--- src/hw/rtl/glb_container_chunk_parser_unit_macros.svh ---
// assertion macros for the container chunk parser
// no dependencies; included by the top level only
`ifndef GLB_CONTAINER_CHUNK_PARSER_UNIT_MACROS_SVH
`define GLB_CONTAINER_CHUNK_PARSER_UNIT_MACROS_SVH
`ifndef SYNTHESIS
// checked outside reset only
`define GCP_ASSERT(lbl, prop, msg) \
    lbl: assert property (@(posedge aclk) disable iff (!aresetn) (prop)) else $error(msg);
// checked on every edge, reset included
`define GCP_ASSERT_RST(lbl, prop, msg) \
    lbl: assert property (@(posedge aclk) (prop)) else $error(msg);
`else
`define GCP_ASSERT(lbl, prop, msg)
`define GCP_ASSERT_RST(lbl, prop, msg)
`endif
`endif

--- src/hw/rtl/gcp_pkg.sv ---
// shared types, codes and constants of the container chunk parser
// no dependencies
package gcp_pkg;

    // offset arithmetic width of binary chunk reports
    localparam int OFFSET_BITS = 32;
    localparam int OFF_W       = OFFSET_BITS + 1;
    localparam logic [32:0] OFF_MASK =
        (OFF_W >= 33) ? {33{1'b1}} : 33'((34'd1 << OFF_W) - 34'd1);

    // container words, little-endian as they build up in the shift register
    localparam logic [31:0] MAGIC_WORD = 32'h4654_6C67;
    localparam logic [31:0] JSON_WORD  = 32'h4E4F_534A;
    localparam logic [31:0] BIN_WORD   = 32'h004E_4942;
    localparam logic [31:0] VERSION_2  = 32'd2;

    localparam logic [31:0] FILE_HDR_BYTES  = 32'd12;
    localparam logic [31:0] CHUNK_HDR_BYTES = 32'd8;
    // smallest blob that still has room for a chunk header after the file header
    localparam logic [31:0] MIN_CHUNK_BLOB  = FILE_HDR_BYTES + CHUNK_HDR_BYTES;

    // event codes
    localparam logic [2:0] EV_NOT_CONTAINER = 3'd0;
    localparam logic [2:0] EV_TOO_SHORT     = 3'd1;
    localparam logic [2:0] EV_TOO_LARGE     = 3'd2;
    localparam logic [2:0] EV_BIN_CHUNK     = 3'd3;
    localparam logic [2:0] EV_OVERRUN       = 3'd4;
    localparam logic [2:0] EV_FINISHED      = 3'd5;

    // configuration register indexes
    localparam int CFG_IDX_W = 8;
    localparam logic [CFG_IDX_W-1:0] REG_BLOB_LENGTH = 8'd0;
    localparam logic [CFG_IDX_W-1:0] REG_BASE_OFFSET = 8'd1;

    typedef struct packed {
        logic [7:0] data_byte;
        logic       blob_start;
    } gcp_in_t;

    typedef struct packed {
        logic [2:0]  event_kind;
        logic [32:0] chunk_offset;
        logic [31:0] payload_len;
        logic        success;
    } gcp_out_t;

    // one result handed from the parser to the result queue
    typedef struct packed {
        logic     valid;
        gcp_out_t data;
    } gcp_push_t;

endpackage

--- src/hw/rtl/gcp_parser_core.sv ---
// byte-serial parse state and per-byte decision logic
// depends on gcp_pkg
module gcp_parser_core (
    input  logic               aclk,
    input  logic               aresetn,
    input  logic               fire,
    input  gcp_pkg::gcp_in_t   in_beat,
    input  logic [31:0]        blob_length,
    input  logic [31:0]        base_offset,
    output gcp_pkg::gcp_push_t push
);

    localparam logic [1:0] PH_HEADER  = 2'd0;
    localparam logic [1:0] PH_CHUNK   = 2'd1;
    localparam logic [1:0] PH_PAYLOAD = 2'd2;
    localparam logic [1:0] PH_DONE    = 2'd3;

    localparam logic [2:0] IDX_LEN_DONE = 3'd3;
    localparam logic [2:0] IDX_END_CALC = 3'd4;
    localparam logic [2:0] IDX_LIM_CALC = 3'd5;
    localparam logic [2:0] IDX_TYPE     = 3'd7;

    logic [31:0] pos_reg, pos_next;
    logic [1:0]  phase_reg, phase_next;
    logic [31:0] word_reg, word_next;
    logic [2:0]  hdr_cnt_reg, hdr_cnt_next;
    logic [31:0] chunk_len_reg, chunk_len_next;
    logic [32:0] pend_reg, pend_next;
    logic [33:0] pend8_reg, pend8_next;
    logic [31:0] json_off_reg, json_off_next;
    logic [31:0] json_len_reg, json_len_next;
    logic        magic_ok_reg, magic_ok_next;
    logic        version_ok_reg, version_ok_next;

    // effective state after an optional restart
    logic        clr;
    logic [31:0] pos_e;
    logic [1:0]  phase_e;
    logic [2:0]  hdr_e;
    logic [31:0] word_new;
    logic [32:0] data_off;
    logic [32:0] abs_off;
    logic        is_bin;

    assign clr      = in_beat.blob_start;
    assign pos_e    = clr ? 32'd0 : pos_reg;
    assign phase_e  = clr ? PH_HEADER : phase_reg;
    assign hdr_e    = clr ? 3'd0 : hdr_cnt_reg;
    assign word_new = {in_beat.data_byte, word_reg[31:8]};
    assign data_off = {1'b0, pos_e} + 33'd1;
    assign abs_off  = ({1'b0, base_offset} + data_off) & gcp_pkg::OFF_MASK;
    assign is_bin   = (word_new == gcp_pkg::BIN_WORD);

    // per-byte step
    always_comb begin
        pos_next        = pos_reg;
        phase_next      = phase_reg;
        word_next       = word_reg;
        hdr_cnt_next    = hdr_cnt_reg;
        chunk_len_next  = chunk_len_reg;
        pend_next       = pend_reg;
        pend8_next      = pend8_reg;
        json_off_next   = json_off_reg;
        json_len_next   = json_len_reg;
        magic_ok_next   = magic_ok_reg;
        version_ok_next = version_ok_reg;
        push            = '0;

        if (fire) begin
            pos_next     = pos_e;
            phase_next   = phase_e;
            hdr_cnt_next = hdr_e;
            if (clr) begin
                json_off_next   = '0;
                json_len_next   = '0;
                magic_ok_next   = 1'b0;
                version_ok_next = 1'b0;
            end

            if (phase_e == PH_DONE) begin
                // blob closed, byte ignored
            end else if (phase_e == PH_HEADER && pos_e == 32'd0 &&
                         blob_length < gcp_pkg::FILE_HDR_BYTES) begin
                phase_next             = PH_DONE;
                push.valid             = 1'b1;
                push.data.event_kind   = gcp_pkg::EV_TOO_SHORT;
            end else if (pos_e < blob_length) begin
                word_next = word_new;
                pos_next  = pos_e + 32'd1;
                case (phase_e)
                    PH_HEADER: begin
                        if (pos_e == 32'd3) begin
                            magic_ok_next = (word_new == gcp_pkg::MAGIC_WORD);
                        end else if (pos_e == 32'd7) begin
                            version_ok_next = (word_new == gcp_pkg::VERSION_2);
                        end else if (pos_e == 32'd11) begin
                            phase_next = PH_DONE;
                            push.valid = 1'b1;
                            if (!(magic_ok_next && version_ok_next)) begin
                                push.data.event_kind = gcp_pkg::EV_NOT_CONTAINER;
                            end else if (word_new > blob_length) begin
                                push.data.event_kind = gcp_pkg::EV_TOO_LARGE;
                            end else if (blob_length < gcp_pkg::MIN_CHUNK_BLOB) begin
                                push.data.event_kind   = gcp_pkg::EV_FINISHED;
                                push.data.chunk_offset = {1'b0, json_off_next};
                                push.data.payload_len  = json_len_next;
                                push.data.success      = (json_len_next != 32'd0);
                            end else begin
                                push.valid   = 1'b0;
                                phase_next   = PH_CHUNK;
                                hdr_cnt_next = 3'd0;
                            end
                        end
                    end
                    PH_CHUNK: begin
                        hdr_cnt_next = hdr_e + 3'd1;
                        if (hdr_e == IDX_LEN_DONE) begin
                            chunk_len_next = word_new;
                        end else if (hdr_e == IDX_END_CALC) begin
                            // payload end: type word ends three bytes later
                            pend_next = {1'b0, pos_e} + 33'd4 + {1'b0, chunk_len_reg};
                        end else if (hdr_e == IDX_LIM_CALC) begin
                            pend8_next = {1'b0, pend_reg} + {2'b0, gcp_pkg::CHUNK_HDR_BYTES};
                        end else if (hdr_e == IDX_TYPE) begin
                            if (pend_reg > {1'b0, blob_length}) begin
                                phase_next             = PH_DONE;
                                push.valid             = 1'b1;
                                push.data.event_kind   = gcp_pkg::EV_OVERRUN;
                                push.data.chunk_offset = data_off;
                                push.data.payload_len  = chunk_len_reg;
                            end else begin
                                if (word_new == gcp_pkg::JSON_WORD) begin
                                    json_off_next = data_off[31:0];
                                    json_len_next = chunk_len_reg;
                                end
                                if (chunk_len_reg != 32'd0) begin
                                    phase_next = PH_PAYLOAD;
                                end else begin
                                    phase_next = PH_CHUNK;
                                end
                                if (chunk_len_reg == 32'd0 &&
                                    pend8_reg > {2'b0, blob_length}) begin
                                    // empty last chunk closes the walk
                                    phase_next             = PH_DONE;
                                    push.valid             = 1'b1;
                                    push.data.event_kind   = gcp_pkg::EV_FINISHED;
                                    push.data.chunk_offset = {1'b0, json_off_next};
                                    push.data.payload_len  = json_len_next;
                                    push.data.success      = (json_len_next != 32'd0);
                                end else if (is_bin) begin
                                    push.valid             = 1'b1;
                                    push.data.event_kind   = gcp_pkg::EV_BIN_CHUNK;
                                    push.data.chunk_offset = abs_off;
                                    push.data.payload_len  = chunk_len_reg;
                                end
                            end
                        end
                    end
                    PH_PAYLOAD: begin
                        if (data_off == pend_reg) begin
                            hdr_cnt_next = 3'd0;
                            if (pend8_reg > {2'b0, blob_length}) begin
                                phase_next             = PH_DONE;
                                push.valid             = 1'b1;
                                push.data.event_kind   = gcp_pkg::EV_FINISHED;
                                push.data.chunk_offset = {1'b0, json_off_reg};
                                push.data.payload_len  = json_len_reg;
                                push.data.success      = (json_len_reg != 32'd0);
                            end else begin
                                phase_next = PH_CHUNK;
                            end
                        end
                    end
                    default: begin
                        phase_next = PH_DONE;
                    end
                endcase
            end
        end
    end

    // control state
    always_ff @(posedge aclk) begin
        if (!aresetn) begin
            pos_reg        <= '0;
            phase_reg      <= PH_HEADER;
            hdr_cnt_reg    <= '0;
            json_off_reg   <= '0;
            json_len_reg   <= '0;
            magic_ok_reg   <= 1'b0;
            version_ok_reg <= 1'b0;
        end else begin
            pos_reg        <= pos_next;
            phase_reg      <= phase_next;
            hdr_cnt_reg    <= hdr_cnt_next;
            json_off_reg   <= json_off_next;
            json_len_reg   <= json_len_next;
            magic_ok_reg   <= magic_ok_next;
            version_ok_reg <= version_ok_next;
        end
    end

    // datapath state, always written before it is read within a blob
    always_ff @(posedge aclk) begin
        word_reg      <= word_next;
        chunk_len_reg <= chunk_len_next;
        pend_reg      <= pend_next;
        pend8_reg     <= pend8_next;
    end

endmodule

--- src/hw/rtl/gcp_result_q.sv ---
// two-entry result queue between the parser and the result channel
// depends on gcp_pkg
module gcp_result_q (
    input  logic               aclk,
    input  logic               aresetn,
    input  gcp_pkg::gcp_push_t push,
    output logic               space,
    output logic               m_valid,
    input  logic               m_ready,
    output gcp_pkg::gcp_out_t  m_data
);

    logic [1:0]        cnt_reg, cnt_next;
    gcp_pkg::gcp_out_t head_reg, head_next;
    gcp_pkg::gcp_out_t tail_reg, tail_next;
    logic              pop;

    assign space   = (cnt_reg != 2'd2);
    assign m_valid = (cnt_reg != 2'd0);
    assign m_data  = head_reg;
    assign pop     = m_valid && m_ready;

    // occupancy and entry moves
    always_comb begin
        cnt_next  = cnt_reg;
        head_next = head_reg;
        tail_next = tail_reg;
        case (cnt_reg)
            2'd0: begin
                if (push.valid) begin
                    head_next = push.data;
                    cnt_next  = 2'd1;
                end
            end
            2'd1: begin
                if (push.valid && pop) begin
                    head_next = push.data;
                end else if (push.valid) begin
                    tail_next = push.data;
                    cnt_next  = 2'd2;
                end else if (pop) begin
                    cnt_next = 2'd0;
                end
            end
            2'd2: begin
                if (pop) begin
                    head_next = tail_reg;
                    cnt_next  = 2'd1;
                end
            end
            default: begin
                cnt_next = 2'd0;
            end
        endcase
    end

    always_ff @(posedge aclk) begin
        if (!aresetn) begin
            cnt_reg <= '0;
        end else begin
            cnt_reg <= cnt_next;
        end
    end

    always_ff @(posedge aclk) begin
        head_reg <= head_next;
        tail_reg <= tail_next;
    end

endmodule

--- src/hw/rtl/glb_container_chunk_parser_unit.sv ---
// top level of the binary scene container chunk parser
// depends on gcp_pkg, gcp_parser_core, gcp_result_q and the macros header
//
// Usage:
//   s_valid/s_ready/s_data carry one blob byte per beat, from offset zero;
//   blob_start on the first byte restarts the parse. m_valid/m_ready/m_data
//   carry result beats: header errors, one beat per binary chunk, a chunk
//   overrun, or the closing beat with the JSON chunk position and success.
//   cfg_valid/cfg_ready/cfg_index/cfg_data write blob_length (index 0) and
//   base_offset (index 1); cfg_ready is always high and other indexes are
//   dropped. Write them between blobs.
//   Results are registered in the queue; m_data shows its head. Throughput:
//   one byte per cycle while s_ready is high; the per-byte step is a single
//   register update, and chunk end positions are summed in the header bytes.
//   Stalls: results go through a two-entry queue, so bytes keep flowing
//   while one result waits; s_ready drops only while both entries are full.
//   Reset: parser back to the file header at offset zero, both registers
//   zero, the queue empty.
module glb_container_chunk_parser_unit (
    input  logic                             aclk,
    input  logic                             aresetn,
    input  logic                             s_valid,
    output logic                             s_ready,
    input  gcp_pkg::gcp_in_t                 s_data,
    output logic                             m_valid,
    input  logic                             m_ready,
    output gcp_pkg::gcp_out_t                m_data,
    input  logic                             cfg_valid,
    output logic                             cfg_ready,
    input  logic [gcp_pkg::CFG_IDX_W-1:0]    cfg_index,
    input  logic [31:0]                      cfg_data
);

    `include "glb_container_chunk_parser_unit_macros.svh"

    logic [31:0]        blob_length_reg;
    logic [31:0]        base_offset_reg;
    logic               fire;
    logic               space;
    gcp_pkg::gcp_push_t push;

    assign cfg_ready = 1'b1;
    assign s_ready   = space;
    assign fire      = s_valid && s_ready;

    // configuration registers
    always_ff @(posedge aclk) begin
        if (!aresetn) begin
            blob_length_reg <= '0;
            base_offset_reg <= '0;
        end else if (cfg_valid && cfg_ready) begin
            case (cfg_index)
                gcp_pkg::REG_BLOB_LENGTH: blob_length_reg <= cfg_data;
                gcp_pkg::REG_BASE_OFFSET: base_offset_reg <= cfg_data;
                default: begin
                end
            endcase
        end
    end

    gcp_parser_core u_core (
        .aclk        (aclk),
        .aresetn     (aresetn),
        .fire        (fire),
        .in_beat     (s_data),
        .blob_length (blob_length_reg),
        .base_offset (base_offset_reg),
        .push        (push)
    );

    gcp_result_q u_queue (
        .aclk    (aclk),
        .aresetn (aresetn),
        .push    (push),
        .space   (space),
        .m_valid (m_valid),
        .m_ready (m_ready),
        .m_data  (m_data)
    );

    // checks
    `GCP_ASSERT(a_push_only_on_beat, push.valid |-> fire, "result without an input beat")
    `GCP_ASSERT(a_full_keeps_output, !s_ready |-> m_valid, "queue full but output idle")
    `GCP_ASSERT(a_success_finished, (m_valid && m_data.success) |-> (m_data.event_kind == gcp_pkg::EV_FINISHED), "success on a non-final result")
    `GCP_ASSERT_RST(a_reset_empties, !aresetn |=> (!m_valid && s_ready), "queue not empty after reset")

endmodule
--- config.mk ---
export PLATFORM = sky130hd
export DESIGN_NAME = glb_container_chunk_parser_unit
export DESIGN_NICKNAME = d
export VERILOG_FILES = /design/src/hw/rtl/gcp_pkg.sv /design/src/hw/rtl/gcp_parser_core.sv /design/src/hw/rtl/gcp_result_q.sv /design/src/hw/rtl/glb_container_chunk_parser_unit.sv
export VERILOG_INCLUDE_DIRS = /design/src /design/src/hw/rtl
export SDC_FILE = /design/constraint.sdc
export NUM_CORES = 1
export LEC_CHECK = 0
export BUFFER_PORTS_ARGS = -buffer_cell sky130_fd_sc_hd__buf_2
export CAP_MARGIN = 40
export CORE_MARGIN = 1.5
export CORE_UTILIZATION = 60
export CTS_CLUSTER_SIZE = 40
export DETAILED_ROUTE_END_ITERATION = 6
export PLACE_DENSITY = 0.86
export SLEW_MARGIN = 0
export SYNTH_ARGS = -nofsm -noshare
export SYNTH_HDL_FRONTEND = slang
export SYNTH_SLANG_ARGS = --single-unit
--- constraint.sdc ---
create_clock -name aclk -period 21.3 [get_ports aclk]
set_input_delay 3.195 -clock aclk [delete_from_list [all_inputs] [get_ports aclk]]
set_output_delay 3.195 -clock aclk [all_outputs]
set_load 0.03 [all_outputs]
# Word-level counts from Yosys, hierarchy flattened
# Cells that the tools add are included.
# Widths: inputs -> output; s select.
totals:
  ff_bits: 438
  latchBits: 0
  ram_bits: 0
  rom_bits: 0
  inputBits: 54
  out_inout_bits: 72
  n_memories: 0
classes:
  n_addsub: 7
  mul: 0
  div_mod_pow: 0
  magnitude_cmp: 6
  n_eq_ne: 24
  n_shift: 0
  mux: 122
  n_bitwise: 5
  n_reduce_logical: 27
ops:
  columns: ["operator", "count"]
  rows:
  - ["$mux 32", 37]
  - ["$mux 70", 12]
  - ["$mux 69", 7]
  - ["$pmux 70 s3", 1]
  - ["$pmux 69 s3", 1]
  - ["$mux 66", 3]
  - ["$reduce_bool 32->1", 4]
  - ["$eq 32x2->1 const B", 2]
  - ["$eq 32x31->1 const B", 2]
  - ["$logic_not 32->1", 2]
  - ["$mux 2", 24]
  - ["$mux 3", 13]
  - ["$add 33x4->34 const B", 1]
  - ["$gt 34x32->1", 1]
  - ["$add 32x1->33 const B", 1]
  - ["$add 32x3->33 const B", 1]
  - ["$add 32x33->33", 1]
  - ["$add 33x32->33", 1]
  - ["$eq 33x33->1", 1]
  - ["$gt 33x32->1", 1]
  - ["$add 32x1->32 const B", 1]
  - ["$eq 32x23->1 const B", 1]
  - ["$eq 32x3->1 const B", 1]
  - ["$eq 32x4->1 const B", 1]
  - ["29 further kinds", 71]

# Depth between registers and ports, before layout
logic_depth:
  ltp_word: 29
  depth_mapped: 24
  depth_no_buf: 18

# Modules after synthesis
# Synthesis repeated with hierarchy kept, for this count alone.
unflattened:
  cells_unflattened: 2720
  area_unflattened_um2: 27401.3
by_module_without_submodules:
  columns: ["mod", "instances", "cells_per_inst", "area_each_um2", "seq_area_each_um2"]
  rows:
  - ["gcp_parser_core", 1, 2240, 19463.7, 5755.5]
  - ["gcp_result_q", 1, 230, 5454.0, 4184.0]
  - ["glb_container_chunk_parser_unit", 1, 250, 2483.6, 1281.2]

# Least setup slack after synthesis
# No wires, ideal clock.
synth_timing:
  path_kind: "input to register"
  startpoint: "input s_data[0] (netlist bit)"
  endpoint: "register u_queue.head_reg (netlist bit u_queue.m_data[0]), enable pin"
  setup_ps: 433
  arrival_ps: 8638
  required_time_ps: 20867
  slack_ps: 12230
  path_stages: 21
  path_cell_list: "buf_2 buf_2 buf_2 clkbuf_1 clkbuf_1 clkbuf_1 clkbuf_1 clkbuf_1 nand2b_1 inv_1 ha_1 ha_1 nand3b_1 nor2_1 clkbuf_1 o21ai_0 a31oi_1 a21oi_2 or2_1 nor2_1 o22a_1"
synth_between:
  elab_chain_cells: 15
  elab_cells_between_ends: 43
  cone_classes: "1 x add/sub; 1 x order compare; 13 x eq/ne; 21 x mux; 7 x reduce/logical"
synth_lines:
  columns: ["item", "line_no", "rtl"]
  rows:
  - ["from (decl)", "glb_container_chunk_parser_unit.sv:24", "input gcp_pkg::gcp_in_t s_data,"]
  - ["parallel branches: the longest is 10 deep, another holds $add 32x1->33", null, null]
  - ["$mux 70 (*)", "gcp_parser_core.sv:80", "if (phase_e == PH_DONE) begin"]
  - ["$mux 70 (*)", "gcp_parser_core.sv:69", "if (fire) begin"]
  - ["$logic_and 1x1->1", "gcp_result_q.sv:36", "if (push.valid && pop) begin"]
  - ["$ne 2x1->1 (no source line)", null, null]
  - ["$reduce_and 4->1 (no source line) (*)", null, null]
  - ["to (signal assigned)", "gcp_result_q.sv:66", "head_reg <= head_next;"]
  - ["to (decl)", "gcp_result_q.sv:14", "gcp_pkg::gcp_out_t head_reg, head_next;"]
# Mark *: on every way between the ends. The select of a mux whose other input is x is not followed.
# A chain may end at the register's enable or synchronous reset.

==> summary.txt <==
Cells and area
  – Post-Layout Cell Count: 3,546
  – Design Area, Final: 0.02987 mm2
  – NumNets Final: 3,207
  – Layout cells sized above 1: 10.46%
  – ANT cells: 0
  – Area Overhead vs Synth: 10.54%

Detailed routing
  – DR WL/cell: 27.72 um
  – Initial DRC count: 3,560
  – Final ANT Viol Nets: 0
  – # DRC: 16
  – Via Count: 24,660
  – Vias per cell: 6.954
  – Drt pass-1 iters: 7
  – Total routed wirelength: 98,280 um

Yosys
  – Avg Cell Area, Syn: 9.515 um2
  – Most used standard cell by instance count after synthesis: nand2_1
  – Post-synth EDFFs: 261
  – Cells after Synth: 2,840
  – Sequential-to-total area share from yosys stat: 41.52%
  – Post-synth top area share: 29.00%
  – Area leader, netlist: edfxtp_1
  – Post-Syn Area: 0.02702 mm2
  – Synth top area cells: edfxtp_1 (29%), dfxtp_1 (13%), ha_1 (11%), nand2_1 (4.1%), a21oi_1 (3.9%)
  – Top cells by count, synth: nand2_1 (296), edfxtp_1 (261), ha_1 (234)
  – YS warnings: 0
  – Main synth FF type: edfxtp_1
  – #FFs+latches synth: 430
  – Share of flip-flops with an asynchronous set or reset: 0%
  – Mapped Nets: 3,130
  – Distinct cells, synth: 102

Setup path
  – CP Capture Type: flop
  – Setup crit start: s_data[0]
  – Worst Path Max Fanout: 75
  – CP Class: primary input to flop
  – Worst EP arrival: 9.56 ns
  – Worst r2r src: u_core.pos_reg[1]$_SDFFE_PN0P_
  – Worst Path Required: 21.76 ns
  – Nature of the critical path startpoint: primary input

Min path
  – Hold/Removal Path Class: flop to flop
  – Hold path start: base_offset_reg[24]$_SDFFE_PN0P_

Die
  – Die width: 215.2 um
  – Chip height: 215.2 um
  – Die area: 0.04632 mm2
  – CORE AREA: 0.04432 mm2
  – Row count: 77
  – Starting Density: 60.98%
  – IO Pins: 126

Clock network
  – Number of setup buffers added after CTS: 0
  – Clock Path Buffers: 3
  – H-tree levels: 2
  – Clock Pin Slew Worst Setup and Hold Paths: 0.06 ns
  – Root Buffer Master: clkbuf_16
  – CTS sink cnt: 430
  – Clk_lat worst skew: 0.61 ns
  – Hold_buf cts: 0
  – CTS tree: done
  – CTS Buf Count: 46
  – Post-CTS resize count: 0

STA
  – Layout Skew: 0.03132 ns
  – Final worst setup slack: 12.20 ns
  – Period minus WS final: 9.102 ns
  – Final Max Slew Viols: 0
  – Slew margin rel.: 30.40%
  – Worst-Margin Slew: 1.035 ns
  – Final setup viols: 0
  – Maximum clock rate: 109.9 MHz
  – RSZ-0062 raised after global routing: false
  – Fin Setup TNS: 0 ns
  – Final Hold Fails: 0
  – Period utilization: 42.73%

Power and ir drop
  – P per Cell Area: 60.71 mW/mm2
  – Leakage Power: 12.17 nW
  – Peak VDD IR: 0.05941 mV

Outcome
  – Status: finished with violations
  – Failing checks: design-rule violations

GRT
  – Total track usage: 41.55%
  – Initial antenna violation count: 7
  – Global-route wire length before repair: 144,600 um
  – Overflow after GRT: 0
  – Largest net degree at the start of global routing: 88
  – Vias in the first global route: 22,890

Placement
  – Post-Place Cell Area: 0.02829 mm2
  – RD Place Congestion: 1.072
  – IO Port Bufs: 124
  – Hpwl dp: 73,780 um
  – Placed insts: 3,461
  – Post-Place Worst Slack: 11.76 ns

Run
  – Max-cap violations: 0
[layout make-up]
class,instances,area (um2)
repair buffers,175,1114
well taps,592,740.7
flip-flops and latches,430,11220
fillers,3460,14450
multi-input cells,2169,14860
clock inverters,30,352.8
clock buffers,55,1225
inverters,95,359.1
[cell families after synthesis]
kind of cell | after synthesis | share of synthesized area (%)
muxes | 14 | 0.5463
AOI/OAI and AO/OA | 744 | 18.75
other | 1 | 0.01388
buffers and inverters | 241 | 3.695
and+or+nand+nor | 1035 | 19.71
DFF | 430 | 41.52
adders and majority gates | 236 | 10.98
xor gates and xnor gates | 139 | 4.783
[per-layer routing]
metal / GRT usage (%) / part of all wire [%] / up-vias
met3: 11.11 / 12 / 352
met5: 0 / 0.035 / -
met2: 62.28 / 43 / 1682
met1: 55.62 / 39 / 11810
li1: - / - / 10810
met4: 20.51 / 5.6 / 6
[power breakdown]
part	total [W]	internal (W)	switching (W)
Combinational	0.0000731	0.0000177	0.0000554
Clock	0.000851	0.000488	0.000363
Sequential	0.000889	0.000885	0.00000411
Total	0.00181	0.00139	0.000422
[final timing paths]
path | slack, ns | depth (start not counted) | to
hold / removal | 0.46 | 2 | base_offset_reg[24]$_SDFFE_PN0P_
setup reg to reg | 15.17 | 12 | u_queue.m_data[64]$_DFFE_PP_
setup / recovery | 12.20 | 19 | u_queue.m_data[11]$_DFFE_PP_
hold reg to reg | 0.46 | 2 | base_offset_reg[24]$_SDFFE_PN0P_
[layout by cell type, fill, tap and decap left out, types with 8 or more instances in the layout]
master	Yosys	routed
a211oi_1	29	29
a21o_1	95	95
a21oi_1	210	210
a221o_1	44	44
a221oi_1	8	8
a22oi_1	108	108
a31oi_1	30	29
and2_1	50	49
and3_1	35	35
and4_1	14	14
buf_2	11	126
buf_4	13	40
clkbuf_16	0	46
clkinv_2	0	8
dfxtp_1	169	169
edfxtp_1	261	261
ha_1	234	234
inv_1	93	91
mux2i_1	8	8
nand2_1	296	296
nand2b_1	26	26
nand3_1	76	76
nand3b_1	20	20
nand4_1	54	54
nor2_1	224	222
nor2b_1	40	38
nor3_1	47	47
nor3b_1	19	19
nor4_1	57	54
o2111ai_1	9	9
o211ai_1	19	19
o21a_1	14	14
o21ai_0	83	82
o21bai_1	8	8
o31ai_1	8	8
or3_1	18	18
or4_1	10	10
xnor2_1	92	92
xor2_1	42	42
[through the flow]
stage	power [W]	utilization (%)	hold WS [ns]
2_1_floorplan	0.0009493	-	0.4319
3_3_place_gp	0.0009750	63.38	0.4450
3_5_place_dp	0.0009782	63.85	0.4519
4_1_cts	0.001812	67.41	0.4591
5_1_grt	0.001846	67.41	0.4864
6_report	0.001813	67.41	0.4609
[critical path, stage by stage]
cell      delay, ns
buf_2          0.63
buf_4          0.73
nand2b_1       0.25
inv_1          0.15
ha_1           0.34
a21oi_1        0.17
o21ai_0        0.14
nor3_1         0.18
and3_1         0.21
o21ai_2        0.10
buf_8          0.18
nor2_1         0.56
nand2_1        0.11
buf_4          0.27
inv_2          0.68
buf_4          0.44
a22o_2         0.70
buf_16         0.25
a221o_1        0.17
Power figures use the tool's default switching activity.
